## src/sv/bse_pkg.sv

```systemverilog
// Shared types and constants of the bit-serial BCH systematic encoder.
// Used by the queue user on both sides: the top level and the encoder engine.
package bse_pkg;

    localparam int DEF_MAX_PARITY = 32;
    localparam int QUEUE_DEPTH    = 4;

    localparam int GEN_W   = 32;
    localparam int PLEN_W  = 6;
    localparam int SLEN_W  = 10;
    localparam int CFG_IDX_W = 2;

    typedef enum logic [CFG_IDX_W-1:0] {
        CFG_GEN_POLY    = 2'd0,
        CFG_PARITY_LEN  = 2'd1,
        CFG_SHORTEN_LEN = 2'd2
    } cfg_idx_t;

    typedef struct packed {
        logic [GEN_W-1:0]  gen_poly;
        logic [PLEN_W-1:0] parity_len;
        logic [SLEN_W-1:0] shorten_len;
    } cfg_t;

    typedef struct packed {
        logic is_last;
        logic msg_bit;
    } item_t;

    typedef struct packed {
        logic end_of_word;
        logic is_parity;
        logic code_bit;
    } out_t;

endpackage

```

## src/sv/bse_queue.sv

```systemverilog
// Small register FIFO that decouples input acceptance from the encoder engine.
// Depends on nothing but its parameters.
module bse_queue #(
    parameter int WIDTH = 2,
    parameter int DEPTH = 4
) (
    input  logic             aclk,
    input  logic             aresetn,
    input  logic             push,
    input  logic [WIDTH-1:0] push_data,
    output logic             full,
    input  logic             pop,
    output logic             not_empty,
    output logic [WIDTH-1:0] pop_data
);
    localparam int PW = (DEPTH > 1) ? $clog2(DEPTH) : 1;
    localparam int CW = $clog2(DEPTH + 1);

    logic [WIDTH-1:0] mem_reg [DEPTH];
    logic [PW-1:0]    wr_ptr_reg, wr_ptr_next;
    logic [PW-1:0]    rd_ptr_reg, rd_ptr_next;
    logic [CW-1:0]    count_reg, count_next;
    logic             do_push, do_pop;

    assign full      = (count_reg == CW'(DEPTH));
    assign not_empty = (count_reg != '0);
    assign pop_data  = mem_reg[rd_ptr_reg];
    assign do_push   = push && !full;
    assign do_pop    = pop && not_empty;

    always_comb begin
        wr_ptr_next = wr_ptr_reg;
        rd_ptr_next = rd_ptr_reg;
        count_next  = count_reg;
        if (do_push) begin
            wr_ptr_next = (wr_ptr_reg == PW'(DEPTH - 1)) ? '0 : wr_ptr_reg + PW'(1);
        end
        if (do_pop) begin
            rd_ptr_next = (rd_ptr_reg == PW'(DEPTH - 1)) ? '0 : rd_ptr_reg + PW'(1);
        end
        if (do_push && !do_pop) begin
            count_next = count_reg + CW'(1);
        end else if (do_pop && !do_push) begin
            count_next = count_reg - CW'(1);
        end
    end

    always_ff @(posedge aclk) begin
        if (!aresetn) begin
            wr_ptr_reg <= '0;
            rd_ptr_reg <= '0;
            count_reg  <= '0;
        end else begin
            wr_ptr_reg <= wr_ptr_next;
            rd_ptr_reg <= rd_ptr_next;
            count_reg  <= count_next;
        end
    end

    always_ff @(posedge aclk) begin
        if (do_push) begin
            mem_reg[wr_ptr_reg] <= push_data;
        end
    end

endmodule

```

## src/sv/bse_engine.sv

```systemverilog
// Encoder engine: LFSR division, shortening zero shifts and parity emission.
// Depends on bse_pkg; fed from bse_queue, drives the registered output stage.
module bse_engine
    import bse_pkg::*;
#(
    parameter int MAX_PARITY = DEF_MAX_PARITY
) (
    input  logic  aclk,
    input  logic  aresetn,
    input  cfg_t  cfg,
    input  logic  q_valid,
    input  item_t q_item,
    output logic  q_pop,
    output logic  m_valid,
    input  logic  m_ready,
    output out_t  m_out
);
    localparam int MP = MAX_PARITY;
    localparam int PW = $clog2(MP + 1);
    localparam int IW = (MP > 1) ? $clog2(MP) : 1;

    typedef enum logic [2:0] {
        ST_RUN  = 3'b001,
        ST_ZERO = 3'b010,
        ST_EMIT = 3'b100
    } state_t;

    state_t            state_reg, state_next;
    logic [MP-1:0]     rem_reg, rem_next;
    logic [SLEN_W-1:0] zc_reg, zc_next;
    logic [IW-1:0]     idx_reg, idx_next;
    logic              m_valid_reg, m_valid_next;
    out_t              m_out_reg, m_out_next;

    logic [PW-1:0]       p_eff;
    logic [IW-1:0]       top_idx;
    logic [MP-1:0]       mask;
    logic [MP+GEN_W-1:0] gen_ext;
    logic [MP-1:0]       gen_m;
    logic [MP-1:0]       rem_m;
    logic                can_load;

    // Parity length of zero counts as one, above the maximum it saturates.
    always_comb begin
        if (cfg.parity_len == '0) begin
            p_eff = PW'(1);
        end else if (7'(cfg.parity_len) > 7'(MP)) begin
            p_eff = PW'(MP);
        end else begin
            p_eff = PW'(cfg.parity_len);
        end
    end

    assign top_idx = IW'(p_eff - PW'(1));
    assign gen_ext = {{MP{1'b0}}, cfg.gen_poly};
    assign gen_m   = gen_ext[MP-1:0] & mask;
    assign rem_m   = rem_reg & mask;

    always_comb begin
        for (int i = 0; i < MP; i++) begin
            mask[i] = (i < int'(p_eff));
        end
    end

    function automatic logic [MP-1:0] lfsr_step(input logic [MP-1:0] r,
                                                input logic          b,
                                                input logic [MP-1:0] g,
                                                input logic [MP-1:0] m,
                                                input logic [IW-1:0] ti);
        logic fb;
        fb = r[ti] ^ b;
        return ((r << 1) & m) ^ (fb ? g : '0);
    endfunction

    assign can_load = !m_valid_reg || m_ready;

    always_comb begin
        state_next   = state_reg;
        rem_next     = rem_reg;
        zc_next      = zc_reg;
        idx_next     = idx_reg;
        m_valid_next = m_valid_reg && !m_ready;
        m_out_next   = m_out_reg;
        q_pop        = 1'b0;
        case (state_reg)
            ST_RUN: begin
                if (q_valid && can_load) begin
                    q_pop        = 1'b1;
                    rem_next     = lfsr_step(rem_m, q_item.msg_bit, gen_m, mask, top_idx);
                    m_valid_next = 1'b1;
                    m_out_next   = '{end_of_word: 1'b0, is_parity: 1'b0,
                                     code_bit: q_item.msg_bit};
                    if (q_item.is_last) begin
                        zc_next  = cfg.shorten_len;
                        idx_next = top_idx;
                        state_next = (cfg.shorten_len == '0) ? ST_EMIT : ST_ZERO;
                    end
                end
            end
            ST_ZERO: begin
                rem_next = lfsr_step(rem_m, 1'b0, gen_m, mask, top_idx);
                zc_next  = zc_reg - SLEN_W'(1);
                if (zc_reg == SLEN_W'(1)) begin
                    state_next = ST_EMIT;
                end
            end
            ST_EMIT: begin
                if (can_load) begin
                    // Shifting out highest degree first leaves the remainder clear.
                    m_valid_next = 1'b1;
                    m_out_next   = '{end_of_word: (idx_reg == '0), is_parity: 1'b1,
                                     code_bit: rem_m[top_idx]};
                    rem_next     = (rem_m << 1) & mask;
                    idx_next     = idx_reg - IW'(1);
                    if (idx_reg == '0) begin
                        rem_next   = '0;
                        state_next = ST_RUN;
                    end
                end
            end
            default: begin
                state_next = ST_RUN;
            end
        endcase
    end

    always_ff @(posedge aclk) begin
        if (!aresetn) begin
            state_reg   <= ST_RUN;
            rem_reg     <= '0;
            zc_reg      <= '0;
            idx_reg     <= '0;
            m_valid_reg <= 1'b0;
        end else begin
            state_reg   <= state_next;
            rem_reg     <= rem_next;
            zc_reg      <= zc_next;
            idx_reg     <= idx_next;
            m_valid_reg <= m_valid_next;
        end
    end

    always_ff @(posedge aclk) begin
        m_out_reg <= m_out_next;
    end

    assign m_valid = m_valid_reg;
    assign m_out   = m_out_reg;

    a_eow_is_parity: assert property (@(posedge aclk) disable iff (!aresetn)
        m_valid_reg && m_out_reg.end_of_word |-> m_out_reg.is_parity)
        else $error("end of word flagged on a message bit");

    a_zero_count_live: assert property (@(posedge aclk) disable iff (!aresetn)
        state_reg == ST_ZERO |-> zc_reg != '0)
        else $error("zero shift state entered with an empty count");

    a_pop_only_in_run: assert property (@(posedge aclk) disable iff (!aresetn)
        q_pop |-> state_reg == ST_RUN)
        else $error("queue popped outside the message phase");

    a_clear_after_word: assert property (@(posedge aclk) disable iff (!aresetn)
        state_reg == ST_EMIT && can_load && idx_reg == '0 |=> rem_reg == '0)
        else $error("remainder not cleared after the last parity bit");

endmodule

```

## src/sv/bch_systematic_encoder.sv

```systemverilog
// Top level of the bit-serial shortened BCH systematic encoder.
// Depends on bse_pkg, bse_queue and bse_engine.
//
// Usage: message bits enter on the s_ stream, one bit per transaction in
// s_tdata[0], highest polynomial degree first, with s_tlast on the final
// message bit of a word. Every message bit is echoed on the m_ stream with
// m_tuser low. After the last message bit the engine performs shorten_len
// zero shifts and then sends the parity bits (parity_len of them, zero
// counting as one and capped at MAX_PARITY), highest degree first, with
// m_tuser high and m_tlast on the final parity bit. An accepted input bit
// passes through the queue and then the output register before it is echoed.
// Message bits flow at one per cycle while the receiver is ready and no
// zero shifts or parity are under way; meanwhile the four-entry input queue
// keeps accepting until it is full. A stalled receiver holds the output
// register and, once the queue fills, s_tready drops.
// Configuration writes on the cfg_ channel are always accepted and take
// effect on the next shift; they belong in idle periods. Register indexes:
// 0 gen_poly, 1 parity_len, 2 shorten_len; others are ignored.
// Reset clears the remainder, the queue and the output stage, and sets the
// registers to gen_poly 0, parity_len 1, shorten_len 0.
module bch_systematic_encoder
    import bse_pkg::*;
#(
    parameter int MAX_PARITY = DEF_MAX_PARITY
) (
    input  logic                 aclk,
    input  logic                 aresetn,
    // Input stream. s_tdata: bit 0 msg_bit, bits 7:1 zero.
    input  logic                 s_tvalid,
    output logic                 s_tready,
    input  logic [7:0]           s_tdata,
    input  logic                 s_tlast,
    // Output stream. m_tdata: bit 0 code_bit, bits 7:1 zero.
    output logic                 m_tvalid,
    input  logic                 m_tready,
    output logic [7:0]           m_tdata,
    // m_tuser: bit 0 is_parity.
    output logic                 m_tuser,
    output logic                 m_tlast,
    // Configuration write channel.
    input  logic                 cfg_valid,
    output logic                 cfg_ready,
    input  logic [CFG_IDX_W-1:0] cfg_index,
    input  logic [GEN_W-1:0]     cfg_data
);
    cfg_t  cfg_reg;
    item_t in_item;
    item_t q_item;
    logic [$bits(item_t)-1:0] q_data;
    logic  q_full, q_valid, q_pop;
    out_t  m_out;

    assign cfg_ready = 1'b1;

    // Register file; writes to an unknown index fall through unchanged.
    always_ff @(posedge aclk) begin
        if (!aresetn) begin
            cfg_reg.gen_poly    <= '0;
            cfg_reg.parity_len  <= PLEN_W'(1);
            cfg_reg.shorten_len <= '0;
        end else if (cfg_valid && cfg_ready) begin
            case (cfg_idx_t'(cfg_index))
                CFG_GEN_POLY:    cfg_reg.gen_poly    <= cfg_data;
                CFG_PARITY_LEN:  cfg_reg.parity_len  <= cfg_data[PLEN_W-1:0];
                CFG_SHORTEN_LEN: cfg_reg.shorten_len <= cfg_data[SLEN_W-1:0];
                default: ;
            endcase
        end
    end

    // Front end: each accepted transaction is classified by its last flag
    // and queued for the engine.
    assign in_item.msg_bit = s_tdata[0];
    assign in_item.is_last = s_tlast;
    assign s_tready        = !q_full;

    bse_queue #(
        .WIDTH ($bits(item_t)),
        .DEPTH (QUEUE_DEPTH)
    ) u_queue (
        .aclk      (aclk),
        .aresetn   (aresetn),
        .push      (s_tvalid),
        .push_data (in_item),
        .full      (q_full),
        .pop       (q_pop),
        .not_empty (q_valid),
        .pop_data  (q_data)
    );

    assign q_item = item_t'(q_data);

    bse_engine #(
        .MAX_PARITY (MAX_PARITY)
    ) u_engine (
        .aclk    (aclk),
        .aresetn (aresetn),
        .cfg     (cfg_reg),
        .q_valid (q_valid),
        .q_item  (q_item),
        .q_pop   (q_pop),
        .m_valid (m_tvalid),
        .m_ready (m_tready),
        .m_out   (m_out)
    );

    assign m_tdata = {7'b0, m_out.code_bit};
    assign m_tuser = m_out.is_parity;
    assign m_tlast = m_out.end_of_word;

endmodule

```

## config.mk

```make
export PLATFORM = sky130hd
export DESIGN_NAME = bch_systematic_encoder
export DESIGN_NICKNAME = d
export VERILOG_FILES = /design/src/sv/bse_pkg.sv /design/src/sv/bse_queue.sv /design/src/sv/bse_engine.sv /design/src/sv/bch_systematic_encoder.sv
export SDC_FILE = /design/constraint.sdc
export NUM_CORES = 1
export LEC_CHECK = 0
export BUFFER_PORTS_ARGS = -buffer_cell sky130_fd_sc_hd__buf_2
export CORE_UTILIZATION = 60
export CTS_CLUSTER_DIAMETER = 60
export CTS_CLUSTER_SIZE = 12
export DETAILED_ROUTE_END_ITERATION = 6
export PLACE_DENSITY = 0.8
export SLEW_MARGIN = 20
export SYNTH_ARGS = -nofsm -noshare
export SYNTH_HDL_FRONTEND = slang
export SYNTH_HIERARCHICAL = 1
export SYNTH_SLANG_ARGS = --single-unit
```

## constraint.sdc

```tcl
create_clock -name aclk -period 4.47 [get_ports aclk]
set_input_delay 0.2235 -clock aclk [delete_from_list [all_inputs] [get_ports aclk]]
set_output_delay 0.2235 -clock aclk [all_outputs]
set_load 0.05 [all_outputs]
```

==> impl_metrics.yaml <==
status:
  status: "completed"
logic_synthesis:
  ys_seq_area_share_pct: 36.8
  syn_area_mm2: 0.00678
  synth_top_area_share_pct: 31.9
  yosysWarnings: 6
  synth_seq_cells: 119
  synth-edff-count: 11
  synth_top_flop_cell: "dfxtp_1"
  synth.largest_area_cell: "dfxtp_1"
  synthCells: 829
  synth_area_leaders: "dfxtp_1, nand2_1, mux2i_1, edfxtp_1, o21ai_0"
  synth-async-reset-ratio_pct: 0
  avgSynthCellArea_um2: 8.18
  synth_cell_types: 81
critical_path:
  end_kind: "register"
  critPathKind: "register to register"
  rr_endpoint: "u_engine/rem_reg[21]"
  cp_max_fo: 18
  cp.required_ps: 4820
  start_kind: "register"
  r2r-start: "cfg_reg[13]"
  r2r_cells: 16
  critical_path_arrival_ps: 4370
  crit_path_end: "u_engine/rem_reg[21]"
  cp-startpoint: "cfg_reg[13]"
  reg2reg_slack_ps: 440
placement:
  place_congestion: 0.949
  dp_hpwl_um: 12800
  dpl_worst_slack_ps: 528
  port_buffers: 45
  dpl_cell_area_mm2: 0.00700
finish:
  final_area_mm2: 0.00764
  final_cell_mix: "nand2_1, dfxtp_1, mux2i_1, o21ai_0, a21oi_1"
  antenna_cells: 0
  largest_reg_flops: 48
  nFillCells: 876
  nets: 916
  syn_to_final_growth_pct: 12.7
  drive_gt1_share_pct: 13.5
  layout_commonest_cell: "nand2_1"
sta:
  setup_viol: 0
  fmax_mhz: 248
  rsz0062_at_grt: "no"
  hold_viol: 0
  drv_slew: 0
  maxSlewHeadroom_pct: 35.5
  worst_slew_pin_slew_ps: 963
  post-route-min-period_ps: 4030
  fin_ws_ps: 443
  fin_tns_setup_ps: 0
  fin_skew_ps: 11.0
  finalCritPeriodShare_pct: 90.1
clock_tree:
  root_buffer: "clkbuf_16"
  post_cts_buffers: 0
  clk_pin_slew_ps: 60
  cts-buffers-inserted: 17
  cts_hold_buffers: 0
  cts_buffer_depth: 2
  insertion_delay_ps: 430
  tritoncts: "built"
  post_cts_resized: 0
  numClockSinks: 119
  htreeDepth: 4
hold_path:
  min_path_type: "primary input to register"
detailed_routing:
  drtIter0Drc: 590
  first_pass_iters: 6
  route.vias.total: 6568
  drtAntennaViolNets: 0
  wl_per_cell_um: 18.7
  viasPerCell: 6.52
  drc: 0
  routed_wirelength_um: 18900
global_routing:
  grt_first_pass_wirelength_um: 30400
  antenna_found_initial: 0
  grt_pass1_vias: 6148
  track_usage_pct: 33.9
  grt_max_degree: 69
  overflow: 0
die:
  die_area_mm2: 0.0117
  coreArea_mm2: 0.0109
  die_w_um: 108
  num_io_pins: 61
  rows: 38
  die_y_um: 108
  initial_core_util_pct: 62.0
power_and_ir_drop:
  vdd_drop_max_uv: 472
  p_per_area_mw_per_mm2: 526
  leakagePower_nw: 2.98
  p_total_w: 0.00402
job:
  maxCapViolCount: 0
[metal layers]
layer  global-route usage (%)  vias up  wire (um)
met5                        0        -          0
met2                     52.8      370       8590
met1                     42.2     3087       7750
li1                         -     3033          -
met4                     20.3        0        812
met3                     8.56       78       1710
[worst max-delay path, stage by stage, from the launching register on]
cell and delay [ps]:
dfxtp_1 310, nor4_2 270, o21a_2 260, inv_2 60
ha_1 360, nor2b_1 270, o21ai_0 320, nand2_1 100
mux4_2 500, o211ai_2 170, a22oi_2 120, xor2_1 210
and2_4 290, buf_12 180, nand3_1 120, nand4b_1 200
a31oi_1 200
[synth_stat cells, drive strengths merged, types with 4 or more instances]
master	count
or2	4
a211oi	12
and2	9
nor2b	8
nand2b	7
a21boi	4
and3	7
nor4	9
buf	34
a32oi	4
nor2	42
nor3	12
o311ai	5
nand4	20
a31oi	12
o31ai	4
a21o	4
dfxtp	108
a22oi	5
ha	12
inv	24
clkbuf	29
o211ai	5
a32o	4
nand3	16
o21ai	61
or3	6
nand2	172
a21oi	54
mux2i	55
a211o	5
edfxtp	11
a41oi	4
xnor2	4
[worst min-delay path by stage]
stage | slack, ps | from | to | depth (start not counted)
3_5_place_dp | 440 | u_engine/rem_reg[13] | u_engine/rem_reg[13] | 2
6_report | 20 | s_tdata[0] | u_queue/mem_reg[1][0] | 1
3_3_place_gp | 430 | u_engine/rem_reg[13] | u_engine/rem_reg[13] | 2
5_1_grt | 20 | s_tlast | u_queue/mem_reg[1][1] | 1
4_1_cts | 8 | s_tdata[0] | u_queue/mem_reg[2][0] | 1
2_1_floorplan | 300 | aresetn | u_engine/state_reg[0] | 1
[layout make-up]
cell class,count,area [um2],share of cell area (%)
flip-flops and latches,119,2490,32.6
inverters,24,90.1,1.18
repair buffers,64,393,5.14
well taps,140,175,2.29
multi-input cells,629,3850,50.3
clock buffers,25,505,6.61
clock inverters,7,141,1.85
[power breakdown]
part	internal (W)	total (W)	switching, W
registers	0.00118	0.00126	0.0000790
clock network	0.00101	0.00148	0.000479
logic	0.000391	0.00128	0.000886
total	0.00258	0.00402	0.00144
[logic make-up after synthesis]
| family | count (synthesis) | share of synthesized area (%) |
|---|---|---|
| buf+inv | 87 | 6.96 |
| simple gates | 330 | 23.0 |
| compound gates | 212 | 20.5 |
| mux | 60 | 9.45 |
| fa+ha+maj | 13 | 2.51 |
| flops | 119 | 36.8 |
| xor+xnor | 6 | 0.775 |
| other cells | 2 | 0.111 |
[through the flow]
stage	hold slack (ps)	utilization, %	instances
2_1_floorplan	300	-	835
3_3_place_gp	434	64.0	976
3_5_place_dp	437	64.0	976
4_1_cts	7.62	69.9	1008
5_1_grt	18.0	69.9	1008
6_report	22.0	69.9	1008
(Power assumes the default switching activity.)
